File: config.mk
export PLATFORM = sky130hd
export DESIGN_NAME = dis_divider
export DESIGN_NICKNAME = d
export VERILOG_FILES = /design/src/sv/dis_pkg.sv /design/src/sv/dis_divider.sv
export SDC_FILE = /design/constraint.sdc
export NUM_CORES = 1
export LEC_CHECK = 0
export BUFFER_PORTS_ARGS = -buffer_cell sky130_fd_sc_hd__buf_2
export CAP_MARGIN = 20
export CORE_AREA = 4 4 105 107
export DETAILED_ROUTE_END_ITERATION = 10
export DIE_AREA = 0 0 109 111
export GPL_TIMING_DRIVEN = 1
export PLACE_DENSITY_LB_ADDON = 0.05
export SLEW_MARGIN = 20
export SYNTH_ARGS = -nofsm -noshare
export SYNTH_HDL_FRONTEND = slang
export SYNTH_SLANG_ARGS = --single-unit
File: constraint.sdc
create_clock -name clock -period 6.15 [get_ports clock]
set_clock_uncertainty 0.05 [all_clocks]
set_input_delay 0.9225 -clock clock [delete_from_list [all_inputs] [get_ports clock]]
set_output_delay 0.9225 -clock clock [all_outputs]
set_load 0.02 [all_outputs]
File: src/sv/dis_pkg.sv
// Shared types and constants of the diagonal index set generator.
// Used by every module of the block but dis_cell; depends on nothing.
`default_nettype none
package dis_pkg;

   // Widths fixed by the word formats.
   localparam int unsigned POS_W  = 24;   // item position
   localparam int unsigned REG_W  = 13;   // one dimension register
   localparam int unsigned MOD_W  = 26;   // n*m and all residues mod n*m
   localparam int unsigned COEF_W = 14;   // signed Bezout coefficient
   localparam int unsigned SIZE_W = 9;    // reported set size
   localparam int unsigned IDX_W  = 2;    // register index
   localparam int unsigned STEP_W = 2;    // sub-step of a four-step phase

   // Register indexes.
   localparam logic [IDX_W-1:0] REG_ROWS_TOTAL = 2'd0;
   localparam logic [IDX_W-1:0] REG_COLS_TOTAL = 2'd1;
   localparam logic [IDX_W-1:0] REG_SUB_ROWS   = 2'd2;
   localparam logic [IDX_W-1:0] REG_SUB_COLS   = 2'd3;

   // Sub-steps, used by the reduction, term and multiply phases.
   localparam logic [STEP_W-1:0] STEP_FIRST  = 2'd0;
   localparam logic [STEP_W-1:0] STEP_SECOND = 2'd1;
   localparam logic [STEP_W-1:0] STEP_THIRD  = 2'd2;
   localparam logic [STEP_W-1:0] STEP_LAST   = 2'd3;

   typedef enum logic [3:0] {
      ST_IDLE,
      ST_CHECK,
      ST_GCD,
      ST_GCD_WAIT,
      ST_PRE,
      ST_PRE_WAIT,
      ST_DIV,
      ST_DIV_WAIT,
      ST_MUL,
      ST_MUL_WAIT,
      ST_SUM,
      ST_SEARCH,
      ST_INSERT,
      ST_DONE
   } state_type;

endpackage
`default_nettype wire

File: src/sv/dis_divider.sv
// Restoring divider, one quotient bit per cycle.
// Depends on dis_pkg.
`default_nettype none
module dis_divider (
   input  wire logic                      clock,
   input  wire logic                      reset,
   input  wire logic                      start,
   input  wire logic [dis_pkg::MOD_W-1:0] dividend,
   input  wire logic [dis_pkg::MOD_W-1:0] divisor,
   output logic                           done,
   output logic [dis_pkg::MOD_W-1:0]      quotient,
   output logic [dis_pkg::MOD_W-1:0]      remainder
);
   localparam int unsigned CW = $clog2(dis_pkg::MOD_W + 1);

   logic                      busy_ff;
   logic                      done_ff;
   logic [CW-1:0]             cnt_ff;
   logic [dis_pkg::MOD_W-1:0] quo_ff;
   logic [dis_pkg::MOD_W:0]   rem_ff;
   logic [dis_pkg::MOD_W-1:0] den_ff;
   logic [dis_pkg::MOD_W:0]   trial;
   logic [dis_pkg::MOD_W:0]   diff;

   assign trial = {rem_ff[dis_pkg::MOD_W-1:0], quo_ff[dis_pkg::MOD_W-1]};
   assign diff  = trial - {1'b0, den_ff};

   always_ff @(posedge clock) begin
      if (reset) begin
         busy_ff <= 1'b0;
         done_ff <= 1'b0;
         cnt_ff  <= '0;
      end else begin
         done_ff <= 1'b0;
         if (start) begin
            busy_ff <= 1'b1;
            cnt_ff  <= '0;
         end else if (busy_ff) begin
            cnt_ff <= cnt_ff + 1'b1;
            if (cnt_ff == CW'(dis_pkg::MOD_W - 1)) begin
               busy_ff <= 1'b0;
               done_ff <= 1'b1;
            end
         end
      end
   end

   // The quotient register doubles as the dividend shifter.
   always_ff @(posedge clock) begin
      if (start) begin
         quo_ff <= dividend;
         rem_ff <= '0;
         den_ff <= divisor;
      end else if (busy_ff) begin
         if (!diff[dis_pkg::MOD_W]) begin
            rem_ff <= diff;
            quo_ff <= {quo_ff[dis_pkg::MOD_W-2:0], 1'b1};
         end else begin
            rem_ff <= trial;
            quo_ff <= {quo_ff[dis_pkg::MOD_W-2:0], 1'b0};
         end
      end
   end

   assign done      = done_ff;
   assign quotient  = quo_ff;
   assign remainder = rem_ff[dis_pkg::MOD_W-1:0];
endmodule
`default_nettype wire

After elaboration in Yosys (flattened, before gate mapping)
Cells that the tools add are included.
- register bits after elaboration: 85
- bits of input ports: 55
- output and inout port bits: 53
- word-level logic and storage cells: 21
- add/sub/neg operators: 2
- equal/unequal tests: 1
- mux-type cells: 8
- bitwise logic cells: 1
- reduce and logical (&&, ||, !) cells: 3
- operator list (operator ; number):
    $mux W26 ; 3
    $sub A27 B26 Y27 ; 1
    $add A5 B1 Y5 const B ; 1
    $eq A5 B5 Y1 const B ; 1
    $mux W1 ; 5
    $reduce_or A3 Y1 ; 1
    $reduce_bool A2 Y1 ; 1
    $reduce_or A2 Y1 ; 1
    $not A1 Y1 ; 1

Depth between registers and ports, before layout
Gate-level depths: netlist of run 1.
- word-level depth: 4
- mapped depth: 14
- mapped depth without buffers: 12

Least setup slack after synthesis of run 1
No wires, ideal clock.
- path type: register -> register
- start point: reg quo_ff (netlist bit quotient[25])
- end point: reg rem_ff[23] in the netlist's numbering
- library setup time: 131 ps
- data arrival time: 3057 ps
- required time: 5969 ps
- path slack: 2912 ps
- cell stages (with the launch flop): 15
- buffers on the path: 2
- period minus slack after synthesis: 3238 ps
- cell sequence: edfxtp_1 > inv_1 > ha_1 > inv_1 > fa_1 > a211oi_1 > nor2_1 > o31a_1 > a2111oi_4 > nor2_1 > o211a_1 > buf_4 > buf_2 > o2111ai_1 > o211ai_1
- longest elaborated chain between the ends: 2
- RTL lines (item ; RTL line ; source):
    start, declared ; dis_divider.sv:19 ; logic [dis_pkg::MOD_W-1:0] quo_ff;
    start signal, assigned ; dis_divider.sv:51 ; quo_ff <= dividend;
    start signal, assigned ; dis_divider.sv:57 ; quo_ff <= {quo_ff[dis_pkg::MOD_W-2:0], 1'b1};
    start signal, assigned ; dis_divider.sv:60 ; quo_ff <= {quo_ff[dis_pkg::MOD_W-2:0], 1'b0};
    $sub A27 B26 Y27 ; dis_divider.sv:26 ; assign diff = trial - {1'b0, den_ff};
    $mux W26 ; dis_divider.sv:55 ; if (!diff[dis_pkg::MOD_W]) begin
    end signal, assigned ; dis_divider.sv:56 ; rem_ff <= diff;
    end signal, assigned ; dis_divider.sv:59 ; rem_ff <= trial;
    end, declared ; dis_divider.sv:20 ; logic [dis_pkg::MOD_W:0] rem_ff;
Every way passes these cells.
A chain may end at the register's enable or synchronous reset.

Final worst setup path of run 1
- start point: reg quo_ff (netlist bit quotient[25])
- end point: reg rem_ff[19] in the netlist's numbering
The elaborated chain is that of the path after synthesis.

==> impl_metrics.csv, run 1 <==
group,metric,value,unit
run_status,status,"finished clean",
sta,worst_pin_slew,1080,ps
detailed_routing,via_per_inst,5.61,
synthesis,synth.largest_area_cell,"edfxtp_1",
setup_path,r2r_start,"quotient[25]",
clock_tree,htree_num_levels,3,
power_and_ir_drop,power_density,234,nW/um2
final_layout,fin_nets,677,
final_layout,final_cells,734,
clock_tree,cts_resized,0,
setup_path,arrival,4210,ps
clock_tree,numClockSinks,85,
final_layout,syn2layout_area_growth,16.8,%
final_layout,diodes,0,
clock_tree,cts_root_buf,"clkbuf_8",
setup_path,crit_path_start_kind,"register",
placement,place_congestion,0.956,
grt,grt.overflow.total,0,
sta,max_freq,252,MHz
detailed_routing,wirelength,12100,um
floorplanning,rows,37,
sta,setup_tns,0,ps
detailed_routing,initialDrtViolationCount,152,
detailed_routing,route.antenna.remaining_nets,0,
grt,grt_pass1_vias,4094,
floorplanning,coreArea,10100,um2
placement,postPlaceCellArea,5600,um2
grt,use_met2,0.312,
sta,finalSetupViolations,0,
setup_path,crit_path_end_kind,"register",
placement,numPortBuffers,107,
flow_run,drv_cap,0,
power_and_ir_drop,leakage,2.53,nW
detailed_routing,wl_per_cell,16.5,um
synthesis,avgSynthCellArea,10.1,um2
synthesis,syn_area,4950,um2
synthesis,synth_ff_type,"edfxtp_1",
detailed_routing,drc,0,
setup_path,crit_start,"quotient[25]",
setup_path,cp_top_family,"compound AO/OA/AOI/OAI gates",
synthesis,synth_edf_count,52,
setup_path,crit_buf_inv,2,
grt,busiest_layer,"met2",
synthesis,post_synth_num_cell_types,61,
grt,antenna_found_initial,0,
grt,grt.total_usage,0.205,
synthesis,synth.top_cell.area_share,0.315,
sta,setup_slack,2180,ps
sta,rsz0062_at_grt,"no",
sta,period_minus_slack,3970,ps
sta,maxSlewViolCount,0,
clock_tree,cts_buffers,9,
synthesis,synthTopCellsByArea,"edfxtp_1 (32%), dfxtp_1 (13%), ha_1 (7.1%)",
synthesis,synth.yosys.warnings,0,
synthesis,synth-async-reset-ratio,0,
grt,grt_start_max_net_pins,47,
power_and_ir_drop,ir_drop,0.276,mV
placement,post-place-ws,2200,ps
clock_tree,cts_setup_buffers,0,
detailed_routing,vias,4116,
floorplanning,die_area,12100,um2
synthesis,netlist_instances,491,
sta,slew_headroom,0.283,
clock_tree,cts_hold_buf,0,
grt,met3_usage,0.0734,
synthesis,syn-num-nets,575,
setup_path,slowest_delay,870,ps
sta,final-hold-violation-count,0,
sta,holdWs,468,ps
floorplanning,initial_utilization,0.488,
floorplanning,die_height,111,um
setup_path,cpMaxStageDelayCell,"o211a_1",
setup_path,cp.required,6390,ps
clock_tree,clk_latency,380,ps
floorplanning,io-pin-count,108,
setup_path,r2r_setup_slack,2180,ps
synthesis,synth_seq_cells,85,
floorplanning,die_w,109,um
grt,met1_usage,0.264,
worst_hold_path,hp-start,"rem_ff[8]",
synthesis,synth-seq-area-share,0.449,
sta,period_share,0.645,
placement,placed_cells,717,
clock_tree,path_clk_slew,90,ps
setup_path,crit_chain,"inv_1 > ha_1 > inv_1 > fa_1 > a211oi_1 > nor2_1 > o31a_1 > a2111oi_4 > o31a_4 > o211a_1 > o31ai_1 > a211oi_1",
detailed_routing,first_pass_iters,5,
final_layout,fin_area,5780,um2
setup_path,cp_max_fo,29,
clock_tree,clk_path_buf_depth,2,
final_layout,drive_gt1_frac,0.268,
final_layout,nFillCells,907,
setup_path,crit_type,"reg -> reg",
worst_hold_path,hold_path.class,"reg -> reg",
grt,grt_first_pass_wirelength,19700,um
clock_tree,cts_tree,"done",
placement,hpwl,8800,um
==> synth_stat cells, types with 9 or more instances <==
cell type / count
a211oi_1: 14
a21o_1: 10
a21oi_1: 24
and3_1: 9
clkbuf_1: 15
dfxtp_1: 33
edfxtp_1: 52
ha_1: 28
inv_1: 39
mux2_2: 26
nand2_1: 36
nand3_1: 15
nand4_1: 9
nor2_1: 46
o21ai_0: 15
xnor2_1: 11
==> registers in the layout, indices dropped and copies added (netlist names) <==
name and flops:
cnt_ff 5, quotient 26, done 1, rem_ff 26, den_ff 26, busy_ff 1
==> report_power, final <==
group | switching [mW] | internal, mW | total (mW) | leakage, nW
registers | 0.0233 | 0.652 | 0.675 | 0.786
clock network | 0.212 | 0.148 | 0.360 | 0.0776
logic | 0.190 | 0.129 | 0.319 | 1.67
total | 0.425 | 0.929 | 1.35 | 2.53
==> metrics by stage <==
stage	power (mW)	utilization
final	1.35	0.570
after global routing	1.43	0.570
after CTS	1.37	0.569
after detailed placement	1.00	0.552
after global placement	1.00	0.552
after floorplan	0.910	-
==> cell type report <==
type	count	area (um2)	area share
clock buffer	11	131	0.0227
timing repair buffer	112	581	0.100
sequential	85	2220	0.384
tap	136	170	0.0294
multi-input combinational	345	2490	0.431
clock inverter	5	36.3	0.00628
inverter	40	150	0.0260
==> worst register-to-register path: stages, from the launching register on <==
cell and delay (ps):
edfxtp_1 410, inv_1 80, ha_1 160, inv_1 60, fa_1 420, a211oi_1 240
nor2_1 150, o31a_1 340, a2111oi_4 420, o31a_4 220, o211a_1 870, o31ai_1 220
a211oi_1 270
==> routing by layer <==
layer	up-vias	wire [um]
met5	-	0
met4	0	278
met3	23	1030
met2	158	5500
met1	1905	5300
li1	2030	-
==> placed cells by master (no fill, tap or decap), types with 3 or more instances in the layout <==
cell type	n
nand4_1	9
o21bai_1	6
a311oi_1	8
buf_4	4
edfxtp_1	52
and3_1	9
nor3_1	4
o31ai_1	5
dfxtp_1	33
mux2i_1	7
a21o_1	10
o221ai_1	4
a21oi_1	24
nand2b_1	3
nor2_1	46
xor2_1	8
nand2_1	36
mux2_2	26
a211oi_1	14
nand3_1	15
clkbuf_8	9
o211ai_1	8
o21a_1	5
xnor2_1	11
a32oi_1	4
inv_1	39
nor4_1	3
ha_1	28
o21ai_0	15
buf_2	107
==> kinds of logic (layout without fill, tap and decap cells) <==
family / after synthesis / after routing / synth area share
fa+ha+maj: 29 / 29 / 0.0748
buf+inv: 61 / 168 / 0.0483
mux: 34 / 34 / 0.0761
flops: 85 / 85 / 0.449
simple gates: 140 / 140 / 0.133
xor+xnor: 19 / 19 / 0.0336
compound gates: 123 / 123 / 0.185
==> final timing paths <==
kind | end | cells after the start
worst max-delay path | rem_ff[19] | 12
worst min-delay path | rem_ff[9] | 2
worst min register to register | rem_ff[9] | 2
worst max register to register | rem_ff[19] | 12
Power figures use the tool's default switching activity.
==> run 2, diff against run 1 <==
--- a/config.mk
+++ b/config.mk
@@ -5,11 +5,12 @@
 export SDC_FILE = /design/constraint.sdc
 export NUM_CORES = 1
 export LEC_CHECK = 0
+export ABC_AREA = 1
 export BUFFER_PORTS_ARGS = -buffer_cell sky130_fd_sc_hd__buf_2
 export CAP_MARGIN = 20
-export CORE_AREA = 4 4 105 107
+export CORE_AREA = 4 4 111 113
 export DETAILED_ROUTE_END_ITERATION = 10
-export DIE_AREA = 0 0 109 111
+export DIE_AREA = 0 0 115 117
 export GPL_TIMING_DRIVEN = 1
 export PLACE_DENSITY_LB_ADDON = 0.05
 export SLEW_MARGIN = 20
==> constraint.sdc (replaced) <==
create_clock -name clock -period 4.1 [get_ports clock]
set_clock_uncertainty 0.05 [all_clocks]
set_input_delay 0.615 -clock clock [delete_from_list [all_inputs] [get_ports clock]]
set_output_delay 0.615 -clock clock [all_outputs]
set_load 0.02 [all_outputs]
==> impl_metrics.csv, run 2 <==
group,metric,value,unit
sta,setup_tns,0,ps
final_layout,syn2layout_area_growth,16.6,%
grt,grt.total_usage,0.213,
detailed_routing,vias,5072,
synthesis,synth-seq-area-share,0.400,
sta,worst_pin_slew,775,ps
floorplanning,coreArea,11300,um2
clock_tree,cts_resized,0,
detailed_routing,first_pass_iters,5,
sta,setup_slack,1700,ps
floorplanning,die_area,13500,um2
synthesis,post_synth_num_cell_types,32,
synthesis,ys_top_cells_by_count,"nand2_1 (340), inv_1 (159), nand3_1 (55), edfxtp_1 (52), nor2_1 (35)",
clock_tree,path_clk_slew,60,ps
power_and_ir_drop,clockPowerShare,0.373,
sta,max_freq,417,MHz
final_layout,fin_nets,998,
floorplanning,rows,39,
grt,grt.overflow.total,0,
setup_path,cp.required,4130,ps
clock_tree,cts_root_buf,"clkbuf_16",
clock_tree,clk_latency,340,ps
synthesis,netlist_instances,806,
sta,rsz0062_at_grt,"no",
synthesis,syn-num-nets,890,
sta,maxSlewViolCount,0,
setup_path,crit_path_end_kind,"register",
setup_path,crit_type,"reg -> reg",
placement,place_congestion,0.936,
detailed_routing,wirelength,14000,um
sta,holdWs,394,ps
power_and_ir_drop,ir_drop,0.286,mV
grt,grt_pass1_vias,4968,
synthesis,synthTopCellsByArea,"edfxtp_1 (28%), nand2_1 (23%), dfxtp_1 (12%)",
power_and_ir_drop,power_density,314,nW/um2
final_layout,layout_commonest_cell,"nand2_1",
power_and_ir_drop,combPwrFrac,0.140,
detailed_routing,via_per_inst,4.78,
synthesis,synth-async-reset-ratio,0,
sta,slew_headroom,0.484,
clock_tree,cts_buffers,9,
placement,hpwl,10800,um
floorplanning,initial_utilization,0.491,
final_layout,diodes,0,
grt,grt_start_max_net_pins,36,
grt,antenna_found_initial,0,
synthesis,synth.top_cell.area_share,0.281,
flow_run,drv_cap,0,
sta,period_share,0.585,
grt,grt_first_pass_wirelength,22800,um
final_layout,drive_gt1_frac,0.173,
power_and_ir_drop,power_switching,555,uW
sta,period_minus_slack,2400,ps
power_and_ir_drop,sequentialPowerShare,0.487,
detailed_routing,wl_per_cell,13.2,um
floorplanning,die_height,117,um
floorplanning,io-pin-count,108,
power_and_ir_drop,switching_share,0.273,
detailed_routing,drc,0,
synthesis,avgSynthCellArea,6.89,um2
floorplanning,die_w,115,um
synthesis,yosysMostFrequentCell,"nand2_1",
setup_path,crit_path_start_kind,"register",
sta,finalSetupViolations,0,
detailed_routing,route.antenna.remaining_nets,0,
setup_path,arrival,2420,ps
synthesis,synth.yosys.warnings,0,
final_layout,final_cell_mix,"nand2_1 (340), inv_1 (159), buf_2 (107)",
synthesis,synth.largest_area_cell,"edfxtp_1",
clock_tree,numClockSinks,85,
placement,post-place-ws,1650,ps
placement,numPortBuffers,107,
clock_tree,htree_num_levels,3,
synthesis,synth_edf_count,52,
clock_tree,clk_path_buf_depth,2,
clock_tree,cts_tree,"done",
power_and_ir_drop,p_int,1.48,mW
worst_hold_path,hold_path.class,"in -> reg",
synthesis,synth_seq_cells,85,
setup_path,cp_max_fo,27,
synthesis,synth_ff_type,"edfxtp_1",
sta,final-hold-violation-count,0,
clock_tree,cts_hold_buf,0,
run_status,status,"finished clean",
power_and_ir_drop,leakage,3.71,nW
clock_tree,cts_setup_buffers,0,
detailed_routing,initialDrtViolationCount,193,
synthesis,syn_area,5560,um2
[run 2: cell count changes in the layout (fill, tap and decap cells not counted), moves of 8 or more]
cell       before  now
clkbuf_8        9    0
a211oi_1       14    0
inv_1          39  159
o21ai_0        15    6
a311oi_1        8    0
and3_1          9    0
a21o_1         10    1
clkbuf_16       0    9
nor2_1         46   34
nand2_2         0   16
mux2_2         26    0
o211ai_1        8    0
nand3_1        15   55
nand2_1        36  340
[run 2: power by group through the flow]
stage	clock network (mW)	registers [mW]	logic, mW
2_1_floorplan	0	1.04	0.151
3_3_place_gp	0	1.01	0.285
3_5_place_dp	0	1.01	0.288
4_1_cts	0.782	0.991	0.288
5_1_grt	0.809	0.996	0.322
6_report	0.758	0.990	0.285
[run 2: final cells by class]
cell class | instances | area (um2)
multi-input combinational | 546 | 2640
clock buffer | 11 | 233
sequential | 85 | 2220
timing repair buffer | 111 | 566
clock inverter | 5 | 36.3
tap | 143 | 179
fill | 1118 | 4840
inverter | 161 | 604
[run 2: path summary, 6_finish.rpt]
check,start,endpoint,slack (ps),cells after the start
worst min-delay path,divisor[22],den_ff[22],390,1
worst max register to register,quotient[25],quotient[0],1700,10
worst min register to register,rem_ff[10],rem_ff[10],430,2
worst max-delay path,quotient[25],quotient[0],1700,10
[run 2: through the flow]
stage / cells / power [mW] / util / cell area (um2)
final: 1062 / 2.03 / 0.572 / 6480
after detailed placement: 1046 / 1.30 / 0.548 / 6210
after floorplan: 806 / 1.19 / - / 5560
after global placement: 1046 / 1.29 / 0.548 / 6210
after global routing: 1062 / 2.13 / 0.572 / 6480
after CTS: 1062 / 2.06 / 0.572 / 6480
[run 2: per-layer routing]
layer  GRT usage  up-vias  wire [um]
met2       0.359      129       6620
met5           0        -          0
met1       0.270     2244       6330
met3      0.0339       25        737
met4      0.0994        0        290
li1            -     2674          -
[run 2: logic make-up after synthesis]
family | count (synthesis) | synth area share
buffers and inverters | 175 | 0.126
and+or+nand+nor | 475 | 0.358
xor gates and xnor gates | 15 | 0.0236
adders and majority gates | 29 | 0.0667
AOI/OAI and AO/OA | 27 | 0.0264
DFF | 85 | 0.400
[run 2: worst max-delay path: stages, from the launching register on]
cell	delay, ps
edfxtp_1	390
inv_1	90
ha_1	140
inv_1	70
fa_1	450
nand3_1	130
nand3_2	130
nand2_2	110
nand3_2	90
nand2_4	330
o21ai_0	140
==> run 3, diff against run 2 <==
--- a/config.mk
+++ b/config.mk
@@ -5,12 +5,12 @@
 export SDC_FILE = /design/constraint.sdc
 export NUM_CORES = 1
 export LEC_CHECK = 0
-export ABC_AREA = 1
+export ABC_AREA = 0
 export BUFFER_PORTS_ARGS = -buffer_cell sky130_fd_sc_hd__buf_2
 export CAP_MARGIN = 20
-export CORE_AREA = 4 4 111 113
+export CORE_AREA = 4 4 105 107
 export DETAILED_ROUTE_END_ITERATION = 10
-export DIE_AREA = 0 0 115 117
+export DIE_AREA = 0 0 109 111
 export GPL_TIMING_DRIVEN = 1
 export PLACE_DENSITY_LB_ADDON = 0.05
 export SLEW_MARGIN = 20
==> constraint.sdc (replaced) <==
create_clock -name clock -period 2.45 [get_ports clock]
set_clock_uncertainty 0.05 [all_clocks]
set_input_delay 0.3675 -clock clock [delete_from_list [all_inputs] [get_ports clock]]
set_output_delay 0.3675 -clock clock [all_outputs]
set_load 0.02 [all_outputs]
==> impl_metrics.csv, run 3 (synthesis results as in run 1) <==
group,metric,value,unit
run_status,status,"finished, violations left",
run_status,failed_checks,"negative setup slack",
power_and_ir_drop,ir_drop,0.398,mV
floorplanning,initial_utilization,0.488,
setup_path,cp_max_fo,3,
clock_tree,htree_num_levels,3,
detailed_routing,initialDrtViolationCount,238,
setup_path,crit_buf_inv,2,
placement,place_congestion,0.923,
clock_tree,clk_path_buf_depth,2,
flow_run,drv_cap,0,
placement,hpwl,10500,um
floorplanning,rows,37,
setup_path,slowest_delay,400,ps
detailed_routing,wl_per_cell,16.6,um
final_layout,multi_input_area,2710,um2
sta,rsz0062_at_grt,"yes",
power_and_ir_drop,p_total,3.72,mW
detailed_routing,vias,4668,
sta,period_minus_slack,3010,ps
sta,final-hold-violation-count,0,
setup_path,cpMaxStageDelayCell,"edfxtp_1",
floorplanning,die_w,109,um
setup_path,crit_chain,"inv_1 > ha_2 > inv_2 > fa_2 > a211oi_2 > nor2_1 > o31a_1 > a2111oi_4 > o31a_4 > o211ai_4 > or3_1 > a311oi_1",
detailed_routing,drc,0,
detailed_routing,first_pass_iters,4,
floorplanning,io-pin-count,108,
clock_tree,cts_buffers,9,
final_layout,diodes,0,
clock_tree,cts_hold_buf,0,
final_layout,final_cell_mix,"buf_2 (107), buf_4 (105), edfxtp_1 (52)",
clock_tree,clk_latency,360,ps
final_layout,layout_commonest_cell,"buf_2",
worst_hold_path,hold_path.class,"in -> reg",
floorplanning,die_height,111,um
floorplanning,coreArea,10100,um2
setup_path,crit_type,"reg -> reg",
placement,numPortBuffers,107,
clock_tree,path_clk_slew,90,ps
sta,finalSetupViolations,27,
setup_path,arrival,3230,ps
clock_tree,cts_tree,"done",
setup_path,crit_path_start_kind,"register",
clock_tree,numClockSinks,85,
grt,grt.overflow.total,0,
setup_path,crit_path_end_kind,"register",
final_layout,fin_area,6960,um2
clock_tree,cts_root_buf,"clkbuf_8",
detailed_routing,wirelength,14100,um
grt,grt_first_pass_wirelength,22500,um
power_and_ir_drop,power_density,534,nW/um2
power_and_ir_drop,leakage,3.22,nW
grt,grt_start_max_net_pins,61,
sta,slew_headroom,0.635,
final_layout,nFillCells,817,
final_layout,fin_nets,793,
final_layout,syn2layout_area_growth,40.6,%
detailed_routing,via_per_inst,5.49,
sta,maxSlewViolCount,0,
floorplanning,die_area,12100,um2
grt,grt.total_usage,0.233,
grt,antenna_found_initial,0,
placement,postPlaceCellArea,6420,um2
sta,period_share,1.23,
sta,setup_slack,-556,ps
sta,max_freq,333,MHz
grt,grt_pass1_vias,4753,
final_layout,final-seq-area,2220,um2
final_layout,drive_gt1_frac,0.444,
sta,worst_pin_slew,545,ps
detailed_routing,route.antenna.remaining_nets,0,
setup_path,cp_top_family,"compound AO/OA/AOI/OAI gates",
setup_path,cp.required,2680,ps
-- run 3: final cells by class --
class / count / share of cell area
Timing Repair Buffer: 228 / 0.220
Sequential cell: 85 / 0.319
Multi-Input combinational cell: 345 / 0.389
Tap cell: 136 / 0.0244
Clock buffer: 9 / 0.0178
Inverter: 40 / 0.0216
Clock inverter: 7 / 0.00809
-- run 3: path summary, 6_finish.rpt --
| kind | startpoint | to | slack (ps) | cells after the start |
|---|---|---|---|---|
| setup reg to reg | quotient[25] | rem_ff[7] | -560 | 12 |
| hold reg to reg | cnt_ff[1] | cnt_ff[1] | 480 | 2 |
| hold / removal | reset | busy_ff | 120 | 2 |
| setup / recovery | quotient[25] | rem_ff[7] | -560 | 12 |
-- run 3: metal layers --
metal,GRT usage,share of wire,vias to the layer above,wire length (um)
li1,-,-,2265,-
met4,0.0657,0.022,0,313
met5,0,0,-,0
met3,0.0565,0.072,22,1020
met2,0.378,0.47,150,6580
met1,0.308,0.44,2231,6200
-- run 3: where the power goes --
part	internal, mW	switching [mW]	leakage (nW)	total (mW)
sequential	1.64	0.0513	0.786	1.69
combinational	0.492	0.576	2.33	1.07
clock	0.385	0.579	0.0963	0.964
total	2.51	1.21	3.22	3.72
-- run 3: timing repair --
action / 4_1_cts / 5_1_grt
gates cloned: 0 / 1
buffers inserted: 2 / 9
resized for setup: 9 / 58
pin swaps: 5 / 27
endpoints found under the setup margin: 27 / 27
-- run 3: stage by stage --
step | setup slack (ps) | std cells | TNS [ps] | hold slack [ps] | util
6_report | -556 | 850 | -13020 | 115 | 0.687
2_1_floorplan | -670 | 491 | -15400 | 390 | -
3_5_place_dp | -645 | 822 | -15220 | 465 | 0.633
4_1_cts | -619 | 840 | -14940 | 88.7 | 0.655
5_1_grt | -717 | 850 | -16810 | 104 | 0.687
3_3_place_gp | -578 | 822 | -13570 | 448 | 0.633
